<file path="src/sv/fr90_pkg.sv">
// Shared types and constants of the 90-degree frame rotator.
package fr90_pkg;

  // Pixel and configuration widths.
  localparam int PIX_W     = 24;
  localparam int CFG_W     = 7;
  localparam int CFG_IDX_W = 2;

  // Configuration register indexes.
  localparam logic [CFG_IDX_W-1:0] CFG_IMAGE_WIDTH  = 2'd0;
  localparam logic [CFG_IDX_W-1:0] CFG_IMAGE_HEIGHT = 2'd1;
  localparam logic [CFG_IDX_W-1:0] CFG_TURN_DIR     = 2'd2;

  // Configuration reset values.
  localparam logic [CFG_W-1:0] WIDTH_RESET  = 7'd64;
  localparam logic [CFG_W-1:0] HEIGHT_RESET = 7'd64;
  localparam logic             DIR_RESET    = 1'b0;

  // Input item kinds.
  localparam logic OP_LOAD  = 1'b0;
  localparam logic OP_DRAIN = 1'b1;

  // Turn directions.
  localparam logic DIR_CW  = 1'b0;
  localparam logic DIR_CCW = 1'b1;

  // Depth of the command queue between front and back end.
  localparam int CMDQ_DEPTH = 4;

  // Control part of one command handed from the front end to the back end.
  typedef struct packed {
    logic wr_en;
    logic rd_en;
    logic row_end;
    logic frame_end;
  } cmd_ctrl_t;

endpackage

</file>
<file path="src/sv/fr90_front.sv">
// Front end: configuration, load and emit counters, command generation.
module fr90_front #(
  parameter int MAX_DIM = 64,
  localparam int CW = $clog2(MAX_DIM),
  localparam int AW = 2 * CW + 1
) (
  input  logic                                clk_i,
  input  logic                                rst_ni,
  input  logic                                cfg_we_i,
  input  logic [fr90_pkg::CFG_IDX_W-1:0]      cfg_index_i,
  input  logic [fr90_pkg::CFG_W-1:0]          cfg_data_i,
  input  logic                                in_valid_i,
  output logic                                in_ready_o,
  input  logic                                in_opcode_i,
  input  logic [fr90_pkg::PIX_W-1:0]          in_pixel_i,
  input  logic                                q_full_i,
  output logic                                cmd_push_o,
  output fr90_pkg::cmd_ctrl_t                 cmd_ctrl_o,
  output logic [AW-1:0]                       cmd_waddr_o,
  output logic [AW-1:0]                       cmd_raddr_o,
  output logic [fr90_pkg::PIX_W-1:0]          cmd_wdata_o
);

  localparam int DW   = $clog2(MAX_DIM + 1);
  localparam int CMPW = (DW > fr90_pkg::CFG_W) ? DW : fr90_pkg::CFG_W;

  logic [fr90_pkg::CFG_W-1:0] cfg_width_q, cfg_height_q;
  logic                       cfg_dir_q;

  logic [CW-1:0] lcol_q, lcol_d, lrow_q, lrow_d;
  logic [CW-1:0] ecol_q, ecol_d, erow_q, erow_d;
  logic          bank_q, bank_d;
  logic          pend_q, pend_d;
  logic [DW-1:0] pend_w_q, pend_w_d, pend_h_q, pend_h_d;
  logic          pend_dir_q, pend_dir_d;

  logic [CMPW-1:0] w_ext, h_ext, w_lim, h_lim;
  logic [DW-1:0]   img_w, img_h;
  logic [DW-1:0]   x_full, y_full;
  logic            rend, fend, accept, is_load;

  always_ff @(posedge clk_i or negedge rst_ni) begin
    if (!rst_ni) begin
      cfg_width_q  <= fr90_pkg::WIDTH_RESET;
      cfg_height_q <= fr90_pkg::HEIGHT_RESET;
      cfg_dir_q    <= fr90_pkg::DIR_RESET;
    end else if (cfg_we_i) begin
      unique case (cfg_index_i)
        fr90_pkg::CFG_IMAGE_WIDTH:  cfg_width_q  <= cfg_data_i;
        fr90_pkg::CFG_IMAGE_HEIGHT: cfg_height_q <= cfg_data_i;
        fr90_pkg::CFG_TURN_DIR:     cfg_dir_q    <= cfg_data_i[0];
        default: ;
      endcase
    end
  end

  // A dimension of zero acts as one, any value above the maximum acts as the maximum.
  always_comb begin
    w_ext = CMPW'(cfg_width_q);
    h_ext = CMPW'(cfg_height_q);
    if (w_ext == '0)                  w_lim = CMPW'(1);
    else if (w_ext > CMPW'(MAX_DIM))  w_lim = CMPW'(MAX_DIM);
    else                              w_lim = w_ext;
    if (h_ext == '0)                  h_lim = CMPW'(1);
    else if (h_ext > CMPW'(MAX_DIM))  h_lim = CMPW'(MAX_DIM);
    else                              h_lim = h_ext;
    img_w = w_lim[DW-1:0];
    img_h = h_lim[DW-1:0];
  end

  assign in_ready_o = !q_full_i;
  assign accept     = in_valid_i && in_ready_o;
  assign is_load    = (in_opcode_i == fr90_pkg::OP_LOAD);

  // Source coordinates of the next rotated pixel.
  always_comb begin
    if (pend_dir_q == fr90_pkg::DIR_CW) begin
      x_full = pend_w_q - DW'(1) - DW'(erow_q);
      y_full = DW'(ecol_q);
    end else begin
      x_full = DW'(erow_q);
      y_full = pend_h_q - DW'(1) - DW'(ecol_q);
    end
    rend = (DW'(ecol_q) + DW'(1)) >= pend_h_q;
    fend = rend && ((DW'(erow_q) + DW'(1)) >= pend_w_q);
  end

  always_comb begin
    lcol_d     = lcol_q;
    lrow_d     = lrow_q;
    ecol_d     = ecol_q;
    erow_d     = erow_q;
    bank_d     = bank_q;
    pend_d     = pend_q;
    pend_w_d   = pend_w_q;
    pend_h_d   = pend_h_q;
    pend_dir_d = pend_dir_q;
    if (accept) begin
      if (pend_q) begin
        if (rend) begin
          ecol_d = '0;
          if (fend) begin
            erow_d = '0;
            pend_d = 1'b0;
          end else begin
            erow_d = erow_q + CW'(1);
          end
        end else begin
          ecol_d = ecol_q + CW'(1);
        end
      end
      if (is_load) begin
        if ((DW'(lcol_q) + DW'(1)) >= img_w) begin
          lcol_d = '0;
          if ((DW'(lrow_q) + DW'(1)) >= img_h) begin
            // Frame complete: swap banks, the new frame starts emitting.
            lrow_d     = '0;
            bank_d     = !bank_q;
            pend_d     = 1'b1;
            ecol_d     = '0;
            erow_d     = '0;
            pend_w_d   = img_w;
            pend_h_d   = img_h;
            pend_dir_d = cfg_dir_q;
          end else begin
            lrow_d = lrow_q + CW'(1);
          end
        end else begin
          lcol_d = lcol_q + CW'(1);
        end
      end
    end
  end

  always_ff @(posedge clk_i or negedge rst_ni) begin
    if (!rst_ni) begin
      lcol_q     <= '0;
      lrow_q     <= '0;
      ecol_q     <= '0;
      erow_q     <= '0;
      bank_q     <= 1'b0;
      pend_q     <= 1'b0;
      pend_w_q   <= '0;
      pend_h_q   <= '0;
      pend_dir_q <= 1'b0;
    end else begin
      lcol_q     <= lcol_d;
      lrow_q     <= lrow_d;
      ecol_q     <= ecol_d;
      erow_q     <= erow_d;
      bank_q     <= bank_d;
      pend_q     <= pend_d;
      pend_w_q   <= pend_w_d;
      pend_h_q   <= pend_h_d;
      pend_dir_q <= pend_dir_d;
    end
  end

  always_comb begin
    cmd_ctrl_o.wr_en     = is_load;
    cmd_ctrl_o.rd_en     = pend_q;
    cmd_ctrl_o.row_end   = rend;
    cmd_ctrl_o.frame_end = fend;
  end

  assign cmd_push_o  = accept && (is_load || pend_q);
  assign cmd_waddr_o = {bank_q, lrow_q, lcol_q};
  assign cmd_raddr_o = {!bank_q, y_full[CW-1:0], x_full[CW-1:0]};
  assign cmd_wdata_o = in_pixel_i;

endmodule

</file>
<file path="config.mk">
export PLATFORM = sky130hd
export DESIGN_NAME = fr90_front
export DESIGN_NICKNAME = d
export VERILOG_FILES = /design/src/sv/fr90_pkg.sv /design/src/sv/fr90_front.sv
export SDC_FILE = /design/constraint.sdc
export NUM_CORES = 1
export LEC_CHECK = 0
export ABC_AREA = 1
export ABC_CLOCK_PERIOD_IN_PS = 5300
export BUFFER_PORTS_ARGS = -buffer_cell sky130_fd_sc_hd__buf_4
export CAP_MARGIN = 0
export CORE_MARGIN = 3
export CORE_UTILIZATION = 50
export DETAILED_ROUTE_END_ITERATION = 12
export HOLD_SLACK_MARGIN = 0.08
export PLACE_DENSITY = 0.74
export SYNTH_ARGS = -nofsm -noshare
export SYNTH_HDL_FRONTEND = slang
export SYNTH_SLANG_ARGS = --single-unit
</file>
<file path="constraint.sdc">
create_clock -name clk_i -period 5.3 [get_ports clk_i]
set_input_delay 1.59 -clock clk_i [delete_from_list [all_inputs] [get_ports clk_i]]
set_output_delay 1.59 -clock clk_i [all_outputs]
set_load 0.02 [all_outputs]
</file>
==> reports/metrics.csv, run 1 <==
metric,value,unit
status,finished clean,
post-synth cell types,39,
Yosys reg bits,56,
drt pass-1 iters,4,
Worst Clk Skew,0.00901,ns
Post-Place Worst Slack,1.28,ns
Crit Path Max Fanout,13,
# diodes,0,
Ports,95,
Clock transition at path regs,0.10,ns
Core ar.,8300,sq um
post-layout min period,4.40,ns
# setup viols final,0,
"Hold Vio Cnt, Final",0,
Placer Congestion,0.871,
Reg area,1400,sq um
die footprint,9770,sq um
Post-Syn Area,4310,sq um
pwr dens,600,nW/um^2
final hold slack,0.501,ns
post-cts resize count,0,
Worst-Margin Slew,0.749,ns
CP Class,reg2out,
Longest Clk Path Bufs,2,
"Hold-fix buffers, CTS",0,
multi-input logic area,2300,sq um
gr usage total,20.4,%
Slew HR,49.9,%
drt wl/cell,13.4,microns
"Design Area, Final",4590,sq um
Post-CTS Setup Repair Bufs,0,
CP Capture Type,output port,
PortBufs,46,
maximum vdd drop,0.000249,V
"commonest non-fill, non-tap cell in the layout",nand2_1,
Routed Wire Length,9310,microns
vias in the first global route,3577,
initial antenna violation count,0,
height of the die,98.8,microns
Startpoint Class,flip-flop,
Initial Utilization,51.9,%
syn nets,662,
Post-synth ARST share,100,%
Pins Over Slew Limit,0,
RSZ-0062 raised after global routing,false,
GR Util met3,4.25,%
antenna-violating nets left,0,
die width,98.8,microns
clock sinks,56,
most frequent cells in the layout,"nand2_1 (166), inv_1 (79), dfrtp_1 (54)",
Via-to-Cell Ratio,5.18,
CTS tree,built,
Synth Instances,579,
global routing usage on met2,33.8,%
Final #Nets,674,
routed vias,3612,
DP HPWL,7350,microns
# Max-Cap Violations,0,
post-route setup slack,0.902,ns
worst skew pair latency,0.31,ns
register area share after synthesis,32.6,%
met1 usage,26.7,%
Post-synth top flop,dfrtp_1,
CP Data Required Time,3.71,ns
WP data arrival,2.81,ns
std cell rows,33,
period utilization,83.0,%
Max Fclk,227,MHz
"EDFF count, synth",0,
GRT busiest layer,met2,
H-Tree Depth,2,
first-pass GRT wire length,16400,microns
Fin Setup TNS,0,ns
Leakage,2.52,nW
layout cells sized above 1,13.2,%
Overflow after GRT,0,
largest net degree at the start of global routing,57,
DRC Markers,0,
Area Growth Syn to Fin,6.53,%
final core occ,55.3,%
Filler cells,795,
initial drt markers,135,
yosys warns,0,
dpl cell area,4500,sq um
Post-Syn Area per Cell,7.44,sq um
CTS root buf,clkbuf_8,
HP Class,reg2reg,
CTS Buf Count,5,
## worst max-delay path, stage by stage, from the launching register on
cell,delay [ns]
dfrtp_1,0.44
ha_1,0.24
nand3_1,0.13
xor2_1,0.16
inv_1,0.07
ha_1,0.31
nand2_1,0.08
a21oi_1,0.06
nor2_1,0.13
nand3_1,0.40
o21ai_0,0.26
inv_1,0.06
buf_4,0.16
## cells in the mapped netlist, drive strengths merged, types with 3 or more instances
cell | n | area (sq um)
nor3 | 3 | 15.0
dfrtp | 54 | 1350
inv | 81 | 307
a21oi | 22 | 118
clkbuf | 8 | 30.0
xor2 | 17 | 156
nor2 | 28 | 108
nand3 | 34 | 180
nand4 | 9 | 56.3
o31ai | 3 | 22.5
o22ai | 5 | 31.3
nand2 | 169 | 652
o21ai | 53 | 303
ha | 42 | 526
buf | 34 | 264
## flip-flops by register name (all words and copies together) (netlist names)
| name | cells |
|---|---|
| cfg_height_q | 7 |
| cfg_width_q | 7 |
| pend_h_q | 7 |
| pend_w_q | 7 |
| ecol_q | 6 |
| erow_q | 6 |
| lcol_q | 6 |
| lrow_q | 6 |
| bank_q | 1 |
| cfg_dir_q | 1 |
| pend_dir_q | 1 |
| pend_q | 1 |
## worst paths after layout
path	from	endpoint	slack, ns	cells past startpoint
max	ecol_q[0]	cmd_ctrl_o[0]	0.90	12
min	pend_h_q[6]	pend_h_q[6]	0.50	2
max reg2reg	ecol_q[0]	erow_q[2]	2.56	14
min reg2reg	pend_h_q[6]	pend_h_q[6]	0.50	2
max in group asynchronous	rst_ni	cfg_height_q[0]	3.51	1
min in group asynchronous	rst_ni	ecol_q[5]	1.33	1
## per-layer routing
| metal | vias to the layer above | share of wire, % |
|---|---|---|
| met5 | - | 0 |
| met4 | 0 | 2.0 |
| met3 | 18 | 5.4 |
| met2 | 87 | 47 |
| met1 | 1658 | 45 |
| li1 | 1849 | - |
## cells by family after synthesis
kind of cell / Yosys count / synth area share, %
fa+ha+maj: 44 / 13.1
flops: 56 / 32.6
buf+inv: 123 / 13.9
xor+xnor: 19 / 4.04
simple gates: 250 / 24.6
compound gates: 87 / 11.7
## layout make-up
type / count / area share (%)
Clock buffer: 5 / 1.50
Clock inverter: 3 / 0.491
Inverter: 81 / 6.68
Multi-Input combinational cell: 400 / 50.2
Sequential cell: 56 / 30.6
Tap cell: 105 / 2.86
Timing Repair Buffer: 47 / 7.69
## stage by stage
stage / power [mW] / instances
after detailed placement: 2.52 / 689
after global routing: 3.04 / 697
final: 2.75 / 697
after CTS: 2.77 / 697
after floorplan: 2.04 / 579
after global placement: 2.46 / 689
## power by group
group | leakage (nW) | switching [mW] | internal, mW | total, mW
clock | 0.0485 | 0.145 | 0.0951 | 0.240
sequential | 0.731 | 0.167 | 0.548 | 0.715
combinational | 1.74 | 1.11 | 0.687 | 1.80
total | 2.52 | 1.42 | 1.33 | 2.75
(Power assumes the default switching activity.)
==> run 2, diff against run 1 <==
Settings changed: ABC_CLOCK_PERIOD_IN_PS 5300 to 4500.
Clock period 5.3 ns to 4.5 ns, I/O delays scaled along.
==> run 2 against run 1 <==
  * Non-clock buffer count is 1 higher
  * First-iteration DRC count rose by 44%
  * Critical path type unchanged
  * Final area grew 0.68%
  * Sequential share of layout area is 0.21 points lower
  * Setup slack lost 0.34 ns
  * Count of clock-buffer cells in the layout did not move
  * Register-to-register slack got worse by 0.67 ns
  * Clock skew increased by 0.0022 ns
==> reports/metrics.csv, run 2 (same netlist as run 1, synthesis figures left out) <==
metric,value,unit
post-layout min period,3.94,ns
Startpoint Class,flip-flop,
period utilization,87.6,%
Initial Utilization,51.9,%
layout cells sized above 1,13.3,%
antenna-violating nets left,0,
Worst Reg-to-Reg Cells,14,
first-pass GRT wire length,16700,microns
Logic pwr share,64.9,%
Clock transition at path regs,0.10,ns
Final #Nets,675,
height of the die,98.8,microns
Longest Clk Path Bufs,2,
# Max-Cap Violations,0,
WHS Path Cells,2,
Worst-Margin Slew,0.753,ns
"commonest non-fill, non-tap cell in the layout",nand2_1,
Clk pwr share,10.1,%
Fin Setup TNS,0,ns
routed vias,3666,
clock sinks,56,
worst skew pair latency,0.32,ns
Via-to-Cell Ratio,5.25,
initial drt markers,195,
CP Class,reg2out,
Leakage,2.53,nW
Core ar.,8300,sq um
Pwr Total,3.36,mW
Internal Power,1.65,mW
Overflow after GRT,0,
HP Class,reg2reg,
Slew HR,49.6,%
post-cts resize count,0,
Post-CTS Setup Repair Bufs,0,
# setup viols final,0,
CTS root buf,clkbuf_8,
RSZ-0062 raised after global routing,false,
CTS tree,built,
vias in the first global route,3663,
pwr dens,727,nW/um^2
Seq pwr share,25.1,%
PortBufs,46,
CTS Buf Count,5,
Sw Ratio,50.8,%
maximum vdd drop,0.000234,V
Crit Path Max Fanout,13,
Worst Clk Skew,0.0112,ns
status,finished clean,
drt wl/cell,13.6,microns
Max Fclk,254,MHz
DP HPWL,7470,microns
drt pass-1 iters,4,
Ports,95,
CP Data Required Time,3.15,ns
CP Capture Type,output port,
Sw Pwr,1.71,mW
initial antenna violation count,0,
"Hold-fix buffers, CTS",0,
Placer Congestion,0.889,
Area Growth Syn to Fin,7.26,%
"Hold Vio Cnt, Final",0,
Pins Over Slew Limit,0,
gr usage total,20.5,%
Routed Wire Length,9470,microns
largest net degree at the start of global routing,57,
std cell rows,33,
die footprint,9770,sq um
H-Tree Depth,2,
WP data arrival,2.59,ns
DRC Markers,0,
most frequent cells in the layout,"nand2_1 (166), inv_1 (79), dfrtp_1 (54)",
# diodes,0,
die width,98.8,microns
==> run 2: final cells by class <==
class / instances / area [sq um]
Clock buffer: 5 / 68.8
Inverter: 81 / 307
Sequential cell: 56 / 1400
Timing Repair Buffer: 48 / 360
Clock inverter: 3 / 46.3
Tap cell: 105 / 131
Fill cell: 792 / 3680
Multi-Input combinational cell: 400 / 2300
==> run 2: final timing paths <==
check | startpoint | end | slack, ns
setup / recovery | ecol_q[0] | cmd_ctrl_o[0] | 0.56
hold / removal | cfg_width_q[6] | cfg_width_q[6] | 0.52
setup reg to reg | lcol_q[0] | pend_dir_q | 1.89
hold reg to reg | cfg_width_q[6] | cfg_width_q[6] | 0.52
max in group asynchronous | rst_ni | cfg_width_q[2] | 2.95
min in group asynchronous | rst_ni | lrow_q[3] | 1.08
==> run 2: power by group through the flow <==
stage	registers (mW)	logic (mW)	clock network, mW
2_1_floorplan	0.811	1.59	0
3_3_place_gp	0.842	2.10	0
3_5_place_dp	0.849	2.18	0
4_1_cts	0.839	2.19	0.349
5_1_grt	0.870	2.46	0.365
6_report	0.843	2.18	0.338
==> run 2: metrics by stage <==
step | worst slack, ns | area, sq um | utilization, % | std cells | hold slack (ns)
2_1_floorplan | 0.954 | 4310 | - | 579 | 0.455
3_3_place_gp | 1.06 | 4510 | 54.3 | 690 | 0.469
3_5_place_dp | 0.936 | 4510 | 54.3 | 690 | 0.499
4_1_cts | 0.582 | 4620 | 55.7 | 698 | 0.527
5_1_grt | 0.366 | 4620 | 55.7 | 698 | 0.561
6_report | 0.558 | 4620 | 55.7 | 698 | 0.521
==> run 2: critical path, stage by stage (launching register included) <==
cell and delay, ns:
dfrtp_1 0.43, ha_1 0.25, nand3_1 0.13, xor2_1 0.15, inv_1 0.07, ha_1 0.31
nand2_1 0.08, a21oi_1 0.06, nor2_1 0.15, nand3_1 0.11, buf_4 0.20, o21ai_0 0.12
inv_1 0.06, buf_4 0.16
==> run 2: routing by layer <==
layer | vias up | part of all wire [%] | global-route usage (%)
li1 | 1854 | - | -
met1 | 1696 | 46 | 26.7
met2 | 96 | 48 | 35.0
met3 | 20 | 4.9 | 3.89
met4 | 0 | 1.5 | 5.78
met5 | - | 0 | 0
