## src/sv/fr90_cmd_queue.sv

```systemverilog
// Small first-in first-out queue of commands between front and back end.
module fr90_cmd_queue #(
  parameter int WIDTH = 8,
  parameter int DEPTH = 4
) (
  input  logic             clk_i,
  input  logic             rst_ni,
  input  logic             push_i,
  input  logic [WIDTH-1:0] wdata_i,
  output logic             full_o,
  input  logic             pop_i,
  output logic             valid_o,
  output logic [WIDTH-1:0] rdata_o
);

  localparam int PW = $clog2(DEPTH);
  localparam int NW = $clog2(DEPTH + 1);

  logic [WIDTH-1:0] entry_q [DEPTH];
  logic [PW-1:0]    wr_ptr_q, rd_ptr_q;
  logic [NW-1:0]    count_q;
  logic             do_push, do_pop;

  assign full_o  = (count_q == NW'(DEPTH));
  assign valid_o = (count_q != '0);
  assign do_push = push_i && !full_o;
  assign do_pop  = pop_i && valid_o;
  assign rdata_o = entry_q[rd_ptr_q];

  always_ff @(posedge clk_i) begin
    if (do_push) entry_q[wr_ptr_q] <= wdata_i;
  end

  always_ff @(posedge clk_i or negedge rst_ni) begin
    if (!rst_ni) begin
      wr_ptr_q <= '0;
      rd_ptr_q <= '0;
      count_q  <= '0;
    end else begin
      if (do_push) wr_ptr_q <= (wr_ptr_q == PW'(DEPTH - 1)) ? '0 : wr_ptr_q + PW'(1);
      if (do_pop)  rd_ptr_q <= (rd_ptr_q == PW'(DEPTH - 1)) ? '0 : rd_ptr_q + PW'(1);
      if (do_push && !do_pop)      count_q <= count_q + NW'(1);
      else if (!do_push && do_pop) count_q <= count_q - NW'(1);
    end
  end

endmodule

```

## config.mk

```make
export PLATFORM = sky130hd
export DESIGN_NAME = fr90_cmd_queue
export DESIGN_NICKNAME = d
export VERILOG_FILES = /design/src/sv/fr90_cmd_queue.sv
export SDC_FILE = /design/constraint.sdc
export NUM_CORES = 1
export LEC_CHECK = 0
export ABC_CLOCK_PERIOD_IN_PS = 6100
export BUFFER_PORTS_ARGS = -buffer_cell sky130_fd_sc_hd__buf_2
export CORE_MARGIN = 8
export CORE_UTILIZATION = 40
export CTS_CLUSTER_SIZE = 10
export DETAILED_ROUTE_END_ITERATION = 10
export PLACE_DENSITY = 0.6
export SYNTH_ARGS = -nofsm -noshare
export SYNTH_HDL_FRONTEND = slang
export SYNTH_SLANG_ARGS = --single-unit
```

## constraint.sdc

```tcl
create_clock -name clk_i -period 6.1 [get_ports clk_i]
set_clock_uncertainty 0.1 [all_clocks]
set_input_delay 0.915 -clock clk_i [delete_from_list [all_inputs] [get_ports clk_i]]
set_output_delay 0.915 -clock clk_i [all_outputs]
set_load 0.005 [all_outputs]
```

==> results.sh, run 1 <==
export IMPL_setup_slack_ns=3.34
export IMPL_status="finished clean"
export IMPL_ctsResizeCount=0
export IMPL_worstPathBufferInverterCount=1
export IMPL_cts_buffers=5
export IMPL_crit_type="flop to output pin"
export IMPL_fin_nets=123
export IMPL_fp_dieW_um=79.9
export IMPL_grt_max_degree=14
export IMPL_synth_area_per_cell_sq_um=20.7
export IMPL_vias=766
export IMPL_clkPwrFrac_pct=23.7
export IMPL_tightestPinTransition_ns=0.586
export IMPL_ys_flop_type="edfxtp_1"
export IMPL_gp_congestion=0.642
export IMPL_rows=23
export IMPL_crit_cells=2
export IMPL_endpoint="rdata_o[5]"
export IMPL_place_ws_ns=3.54
export IMPL_startpoint_type="flop"
export IMPL_startpoint="rd_ptr_q[0]"
export IMPL_hold_slack_ns=0.338
export IMPL_die_h_um=79.9
export IMPL_synth_edff_count=32
export IMPL_hold_violations=0
export IMPL_ys_async_sr_fraction_pct=17.9
export IMPL_port_buffers=21
export IMPL_slowest_delay_ns=0.72
export IMPL_fin_util_pct=47.6
export IMPL_max_slew_margin_rel_pct=61.0
export IMPL_routedWlPerCell_um=16.9
export IMPL_cp_max_fo=11
export IMPL_drc_errors=0
export IMPL_critPathArrivalTime_ns=1.74
export IMPL_grt_overflow_total=0
export IMPL_hp_class="primary input to asynchronous set/reset pin"
export IMPL_syn_num_nets=98
export IMPL_yosysUniqueCellTypes=19
export IMPL_fin_setup_tns_ns=0
export IMPL_yosysWarnings=0
export IMPL_die_area_sq_um=6380
export IMPL_p_comb_share_pct=29.3
export IMPL_syn_to_final_growth_pct=16.0
export IMPL_r2r_end="count_q[2]"
export IMPL_gr_usage_all_layers_pct=9.44
export IMPL_crit_required_ns=5.08
export IMPL_p_int_mw=0.643
export IMPL_leakagePower_nw=0.719
export IMPL_viasPerCell=4.94
export IMPL_cts_sinks=39
export IMPL_final_period_utilization_pct=45.2
export IMPL_cts_root_buffer="clkbuf_8"
export IMPL_io_pins=22
export IMPL_fin_crit_ns=2.76
export IMPL_reg2regPathDepth=8
export IMPL_nFillCells=341
export IMPL_drt_iter0_markers=45
export IMPL_rsz0062_at_grt="false"
export IMPL_dp_cells=147
export IMPL_setup_viol=0
export IMPL_rrSetupSlack_ns=3.91
export IMPL_p_per_area_nw_per_um2=478
export IMPL_synth_seq_cells=39
export IMPL_grt_pass1_wl_um=4300
export IMPL_critPathSlowestCell="dfrtp_1"
export IMPL_postCtsSetupBuffers=0
export IMPL_first_pass_iters=4
export IMPL_post_dp_hpwl_um=1840
export IMPL_p_switching_mw=0.261
export IMPL_drt_total_wl_um=2630
export IMPL_multi_input_area_sq_um=464
export IMPL_grt_pass1_vias=837
export IMPL_cap_violations=0
export IMPL_cts_htree_levels=2
export IMPL_ctsHoldBuffers=0
export IMPL_final_layout_size_suffix_gt1_share_pct=47.6
export IMPL_clk_latency_ns=0.29
export IMPL_netlist_area_sq_um=1630
export IMPL_final_cells=155
export IMPL_regArea_sq_um=1140
export IMPL_fmax_ghz=0.363
export IMPL_cpLargestDelayFamily="flip-flops"
export IMPL_peakVddDrop_uv=212
export IMPL_worstSetupEndpointType="output pin"
export IMPL_clk_pin_slew_ns=0.08
export IMPL_drtAntennaViolNets=0
export IMPL_core_sq_um=3970
export IMPL_path_cells="mux4_2, buf_2"
export IMPL_cts_buffer_depth=2
export IMPL_n_antenna_cell=0
export IMPL_swShare_pct=28.9
export IMPL_antenna_found_initial=0
export IMPL_r2r_start="count_q[0]"
export IMPL_seq_power_share_pct=47.0
export IMPL_yosysSeqAreaShare_pct=69.6
export IMPL_synthCells=79
export IMPL_start_util_pct=41.1
export IMPL_cts_tree="done"
export IMPL_slew_violations=0
## worst register-to-register path, cell delays in order, from the launching register on
cell     delay, ns
dfrtp_1       0.47
or3_4         0.44
nand2_4       0.10
ha_1          0.18
inv_1         0.06
fa_1          0.37
xor2_1        0.15
nor2_1        0.11
xor2_1        0.15
## cell usage in the layout, fill, tap and decap left out, drive strengths merged
cell    instances
xor2            2
mux4            8
edfxtp         32
and2            4
buf            21
fa              1
nor2b           1
xnor2           1
ha              6
bufinv          1
nand2           1
inv             3
nor2            3
dfrtp           7
nor3b           1
clkinv          2
clkbuf          5
mux2            5
or3             1
## registers in the layout, summed over array words and instances (netlist names)
signal / flops
count_q: 3
wr_ptr_q: 2
entry_q: 32
rd_ptr_q: 2
## metal layers
layer	wire, um	GRT usage, %	part of all wire, %	up-vias
met4	67	7.09	2.6	0
met2	1350	15.1	51	14
met5	0	0	0	-
met1	1060	10.1	40	395
li1	-	-	-	351
met3	146	3.38	5.6	6
## synth_stat cells (2+ instances only)
library cell	count	share of area (%)
xor2_1	2	1.1
and2_2	4	1.8
dfrtp_1	7	11
nor2_1	3	0.69
ha_1	6	4.6
mux4_2	8	11
inv_1	3	0.69
edfxtp_1	32	59
mux2_4	4	3.7
## logic make-up (layout without fill, tap and decap cells)
group,after synthesis,after routing,synth area share (%)
xor+xnor,3,3,1.61
fa+ha+maj,7,7,5.83
buf+inv,6,32,1.92
flops,39,39,69.6
mux,13,13,15.4
simple gates,11,11,5.60
## cell type report
type                       count  area share [%]
timing repair buffer          21            5.56
clock buffer                   5            3.64
inverter                       3           0.595
sequential                    39            60.1
clock inverter                 3            2.31
multi-input combinational     34            24.5
tap                           50            3.31
## how the worst min path moves through the flow
stage                  end  cells past startpoint
2_1_floorplan   count_q[2]                      1
3_3_place_gp    count_q[2]                      1
3_5_place_dp    count_q[2]                      1
4_1_cts        wr_ptr_q[1]                      1
5_1_grt        wr_ptr_q[0]                      1
6_report       rd_ptr_q[1]                      1
## power by group through the flow
stage | Sequential, mW | Combinational [mW] | Clock, mW
2_1_floorplan | 0.394 | 0.223 | 0
3_3_place_gp | 0.429 | 0.266 | 0
3_5_place_dp | 0.435 | 0.273 | 0
4_1_cts | 0.429 | 0.274 | 0.219
5_1_grt | 0.439 | 0.295 | 0.225
6_report | 0.425 | 0.265 | 0.214
## metrics by stage
step / power (mW) / cell area [sq um]
global route: 0.960 / 1890
CTS: 0.922 / 1890
finish: 0.904 / 1890
global placement: 0.695 / 1780
floorplan: 0.617 / 1630
detailed placement: 0.708 / 1780
No activity file was read; power rests on OpenSTA's default activity.
==> run 2: changes to the inputs <==
- ABC_CLOCK_PERIOD_IN_PS: 6100 -> 2810
- clock period: 6.1 -> 2.81 ns (I/O delays scaled with it)
==> results.sh, run 2 (same netlist as run 1, synthesis figures left out) <==
export IMPL_rows=23
export IMPL_max_slew_margin_rel_pct=60.2
export IMPL_fin_crit_ns=2.26
export IMPL_met1_usage_pct=10.1
export IMPL_rsz0062_at_grt="false"
export IMPL_r2r_end="count_q[2]"
export IMPL_clk_pin_slew_ns=0.08
export IMPL_min_path_cells=1
export IMPL_cts_buffers=5
export IMPL_drt_total_wl_um=2560
export IMPL_hold_slack_ns=0.248
export IMPL_fin_nets=124
export IMPL_fin_setup_tns_ns=0
export IMPL_hold_violations=0
export IMPL_first_pass_iters=3
export IMPL_drtAntennaViolNets=0
export IMPL_p_per_area_nw_per_um2=1030
export IMPL_antenna_found_initial=0
export IMPL_clk_latency_ns=0.28
export IMPL_gp_congestion=0.678
export IMPL_cts_tree="done"
export IMPL_cts_root_buffer="clkbuf_8"
export IMPL_n_antenna_cell=0
export IMPL_reg2regPathDepth=8
export IMPL_reg_top3="entry_q x32, count_q x3"
export IMPL_grt_use_met2_pct=14.5
export IMPL_path_cells="mux4_2, buf_2"
export IMPL_status="finished clean"
export IMPL_gr_usage_all_layers_pct=8.80
export IMPL_largest_reg_flops=32
export IMPL_finalPower_mw=1.96
export IMPL_setup_viol=0
export IMPL_critPathSlowestCell="dfrtp_1"
export IMPL_regMostFlops="entry_q"
export IMPL_final_layout_size_suffix_gt1_share_pct=47.2
export IMPL_worstSetupEndpointType="output pin"
export IMPL_critPathArrivalTime_ns=1.74
export IMPL_cts_sinks=39
export IMPL_busiest_layer="met2"
export IMPL_port_buffers=21
export IMPL_peakVddDrop_uv=419
export IMPL_crit_type="flop to output pin"
export IMPL_final_cell_mix="32 x edfxtp_1, 21 x buf_2, 8 x mux4_2"
export IMPL_fmax_ghz=0.442
export IMPL_drc_errors=0
export IMPL_startpoint_type="flop"
export IMPL_cts_htree_levels=2
export IMPL_viasPerCell=4.85
export IMPL_io_pins=22
export IMPL_layout_commonest_cell="edfxtp_1"
export IMPL_grt_pass1_wl_um=4080
export IMPL_holdPathEnd="entry_q[2][5]"
export IMPL_hold_start="wdata_i[5]"
export IMPL_postCtsSetupBuffers=0
export IMPL_hp_class="primary input to flop"
export IMPL_routedWlPerCell_um=16.4
export IMPL_cp_max_fo=11
export IMPL_die_h_um=79.9
export IMPL_final_period_utilization_pct=80.5
export IMPL_fp_dieW_um=79.9
export IMPL_syn_to_final_growth_pct=16.6
export IMPL_leakagePower_nw=0.724
export IMPL_slew_violations=0
export IMPL_rrSetupSlack_ns=0.60
export IMPL_r2r_start="count_q[0]"
export IMPL_grt_pass1_vias=837
export IMPL_start_util_pct=41.1
export IMPL_slowest_delay_ns=0.73
export IMPL_cts_buffer_depth=2
export IMPL_die_area_sq_um=6380
export IMPL_drt_iter0_markers=37
export IMPL_grt_max_degree=14
export IMPL_tightestPinTransition_ns=0.597
export IMPL_crit_required_ns=2.29
export IMPL_groute_layer_met3_usage_pct=3.49
export IMPL_cap_violations=0
export IMPL_grt_overflow_total=0
export IMPL_vias=757
export IMPL_core_sq_um=3970
export IMPL_post_dp_hpwl_um=1810
-- run 2: timing repair --
| action | 4_1_cts | 5_1_grt |
|---|---|---|
| resized for setup | 0 | 0 |
| endpoints found under the hold margin | 7 | 0 |
| setup endpoints to repair | 0 | 0 |
| hold buffers | 1 | 0 |
-- run 2: worst max path at each step --
stage | start | end | slack (ns) | cells after the start
floorplan | count_q[0] | count_q[2] | 0.72 | 8
global placement | count_q[0] | count_q[2] | 0.69 | 8
detailed placement | count_q[0] | count_q[2] | 0.60 | 8
CTS | rd_ptr_q[0] | rdata_o[6] | 0.48 | 2
global route | rd_ptr_q[0] | rdata_o[0] | 0.42 | 2
finish | rd_ptr_q[0] | rdata_o[6] | 0.55 | 2
-- run 2: area by class of cell --
cell class                 count  area, sq um
inverter                       3         11.3
sequential                    39         1140
clock buffer                   5         68.8
timing repair buffer          22          115
multi-input combinational     34          464
clock inverter                 3         43.8
tap                           50         62.6
fill                         349         2070
-- run 2: metal layers --
| layer | wire (um) | vias to the layer above |
|---|---|---|
| met3 | 97 | 4 |
| met1 | 1100 | 390 |
| met2 | 1330 | 14 |
| met5 | 0 | - |
| li1 | - | 349 |
| met4 | 30 | 0 |
-- run 2: critical path: cells and delay by family (launching register included) --
| family | cells | cell delay (ns) |
|---|---|---|
| mux | 1 | 0.59 |
| buf+inv | 1 | 0.14 |
| flops | 1 | 0.73 |
-- run 2: report_power, final --
part	leakage, nW	total (mW)	internal [mW]	switching [mW]
combinational	0.290	0.578	0.349	0.229
clock	0.0581	0.456	0.264	0.191
sequential	0.375	0.923	0.782	0.141
total	0.724	1.96	1.40	0.561
-- run 2: metrics by stage --
step                setup WS [ns]  cells  util (%)  area, sq um
CTS                         0.483    156      47.9         1900
finish                      0.548    156      47.9         1900
global route                0.418    156      47.9         1900
detailed placement          0.601    147      44.8         1780
floorplan                   0.716     79         -         1630
global placement            0.689    147      44.8         1780
==> run 3: changes to the inputs <==
- ABC_AREA: default -> 1
- ABC_CLOCK_PERIOD_IN_PS: 2810 -> 1900
- PLACE_DENSITY: 0.6 -> 0.62
- clock period: 2.81 -> 1.9 ns (I/O delays scaled with it)
==> results.sh, run 3 <==
export IMPL_grt_max_degree=20
export IMPL_grt_pass1_wl_um=5120
export IMPL_final_layout_size_suffix_gt1_share_pct=28.4
export IMPL_netlist_area_sq_um=1750
export IMPL_cp_max_fo=4
export IMPL_ys_top_cells_by_area="edfxtp_1 55%, dfrtp_1 10%, nand2_1 8.1%, o211ai_1 6.8%, inv_1 5.6%"
export IMPL_synth_seq_cells=39
export IMPL_hold_start="wdata_i[5]"
export IMPL_gp_congestion=0.770
export IMPL_synth_commonest_cells="38 x nand2_1, 32 x edfxtp_1, 26 x inv_1"
export IMPL_crit_required_ns=1.98
export IMPL_grt_overflow_total=0
export IMPL_fp_dieW_um=82.2
export IMPL_slowest_delay_ns=0.41
export IMPL_cts_tree="done"
export IMPL_nFillCells=391
export IMPL_regMostFlops="entry_q"
export IMPL_vias=1163
export IMPL_leakagePower_nw=0.936
export IMPL_gr_usage_all_layers_pct=10.2
export IMPL_post_dp_hpwl_um=2300
export IMPL_holdPathEnd="entry_q[1][5]"
export IMPL_core_sq_um=4290
export IMPL_worstSetupEndpointType="flop"
export IMPL_io_pins=22
export IMPL_grt_pass1_vias=1179
export IMPL_startpoint_type="flop"
export IMPL_drc_errors=0
export IMPL_r2r_start="count_q[1]"
export IMPL_clk_latency_ns=0.28
export IMPL_layout_commonest_cell="nand2_1"
export IMPL_final_cell_mix="37 x nand2_1, 32 x edfxtp_1, 25 x inv_1"
export IMPL_rrSetupSlack_ns=0.12
export IMPL_path_cells="inv_2, nand3_4, nand2_2, ha_2, inv_2, fa_2, nand2_1, nand3_1, nand2_1, nand2_1"
export IMPL_viasPerCell=4.81
export IMPL_slew_violations=0
export IMPL_fin_nets=208
export IMPL_reg2regPathDepth=10
export IMPL_synth_area_per_cell_sq_um=11.5
export IMPL_crit_top_cell="nand2_1"
export IMPL_antenna_found_initial=0
export IMPL_synth_top_area_share_pct=54.8
export IMPL_drt_iter0_markers=41
export IMPL_crit_type="flop to flop"
export IMPL_cts_root_buffer="clkbuf_8"
export IMPL_syn_to_final_growth_pct=20.3
export IMPL_cap_violations=0
export IMPL_hold_violations=0
export IMPL_yosys_area_top_type="edfxtp_1"
export IMPL_ys_flop_type="edfxtp_1"
export IMPL_largest_reg_flops=32
export IMPL_die_area_sq_um=6760
export IMPL_p_per_area_nw_per_um2=1500
export IMPL_yosysMostFrequentCell="nand2_1"
export IMPL_rows=24
export IMPL_first_pass_iters=4
export IMPL_yosysSeqAreaShare_pct=64.8
export IMPL_startpoint="count_q[1]"
export IMPL_synth_edff_count=32
export IMPL_yosysWarnings=0
export IMPL_yosysUniqueCellTypes=17
export IMPL_fin_util_pct=49.2
export IMPL_fmax_ghz=0.561
export IMPL_n_antenna_cell=0
export IMPL_drt_total_wl_um=3130
export IMPL_port_buffers=21
export IMPL_drtAntennaViolNets=0
export IMPL_syn_num_nets=172
export IMPL_cts_htree_levels=2
export IMPL_hp_class="primary input to flop"
export IMPL_r2r_end="count_q[2]"
export IMPL_die_h_um=82.2
export IMPL_fin_crit_ns=1.78
export IMPL_status="finished clean"
export IMPL_max_slew_margin_rel_pct=76.8
export IMPL_ys_async_sr_fraction_pct=17.9
export IMPL_final_period_utilization_pct=93.9
export IMPL_clk_pin_slew_ns=0.08
export IMPL_cts_buffer_depth=2
export IMPL_start_util_pct=40.9
export IMPL_tightestPinTransition_ns=0.348
export IMPL_critPathArrivalTime_ns=1.86
export IMPL_reg_top3="entry_q x32, count_q x3"
export IMPL_setup_viol=0
export IMPL_cts_buffers=5
export IMPL_cts_sinks=39
export IMPL_min_path_cells=1
export IMPL_peakVddDrop_uv=542
export IMPL_finalPower_mw=3.16
export IMPL_critPathSlowestCell="dfrtp_1"
export IMPL_routedWlPerCell_um=13.0
export IMPL_synthCells=153
==> run 3: cell count changes in the layout (fill, tap and decap cells not counted), sizes merged, moves of 2 or more <==
| cell | change |
|---|---|
| nor2 | +3 |
| inv | +28 |
| nand3 | +7 |
| and2 | -4 |
| mux4 | -8 |
| o211ai | +16 |
| nand2 | +38 |
| mux2 | -5 |
| xor2 | -2 |
| buf | +12 |
==> run 3: metal layers <==
layer / up-vias / GRT usage (%) / share of wire [%]
met2: 24 / 17.4 / 53
met3: 4 / 3.46 / 4.6
li1: 577 / - / -
met5: - / 0 / 0
met1: 558 / 11.2 / 42
met4: 0 / 4.56 / 0.99
==> run 3: cells by family (layout without fill, tap and decap cells) <==
logic type / count (synthesis) / after routing / synth area share, %
AO/OA/AOI/OAI: 17 / 17 / 7.13
flip-flops: 39 / 39 / 64.8
XOR/XNOR: 1 / 1 / 0.499
AND/OR/NAND/NOR: 53 / 53 / 12.7
adder cells (fa/ha/maj): 7 / 7 / 5.42
buffers and inverters: 36 / 73 / 9.49
==> run 3: cell type report <==
cell class	instances	area, sq um	share of cell area, %
Sequential cell	39	1140	53.9
Multi-Input combinational cell	78	474	22.5
Timing Repair Buffer	34	205	9.72
Inverter	31	116	5.51
Clock buffer	5	68.8	3.26
Tap cell	52	65.1	3.08
Clock inverter	3	43.8	2.07
==> run 3: per-stage QoR <==
step / setup slack, ns / cell area [sq um] / std cells / setup TNS [ns] / hold WS (ns)
finish: 0.116 / 2110 / 242 / 0 / 0.116
global route: -0.000173 / 2110 / 242 / -0.000173 / 0.0964
CTS: 0.0280 / 2070 / 240 / 0 / 0.101
detailed placement: -0.000555 / 1950 / 231 / -0.000555 / 0.0320
global placement: 0.128 / 1950 / 231 / 0 / 0.0267
floorplan: 0.159 / 1750 / 153 / 0 / -0.111
==> run 3: worst max path at each step <==
stage	endpoint	slack [ns]	cells after the start
2_1_floorplan	count_q[1]	0.16	9
3_3_place_gp	count_q[2]	0.13	10
3_5_place_dp	count_q[2]	-0.0006	10
4_1_cts	count_q[2]	0.03	10
5_1_grt	count_q[2]	-0.0002	10
6_report	count_q[2]	0.12	10
==> run 3: timing repair <==
action | CTS | global route
hold buffers | 1 | 0
gates resized for setup | 1 | 6
setup buffers | 0 | 2
pin swaps | 0 | 1
hold endpoints to repair | 7 | 0
setup endpoints to repair | 1 | 2
==> run 3: worst max-delay path: cells and delay by family, from the launching register on <==
kind          cells  cell delay (ns)
fa+ha+maj         2             0.53
flops             1             0.41
simple gates      6             0.47
buf+inv           2             0.17
==> run 3: where the power goes <==
part	leakage, nW	switching (mW)	internal [mW]
clock network	0.0581	0.282	0.391
logic	0.501	0.692	0.521
registers	0.377	0.124	1.15
total	0.936	1.10	2.06
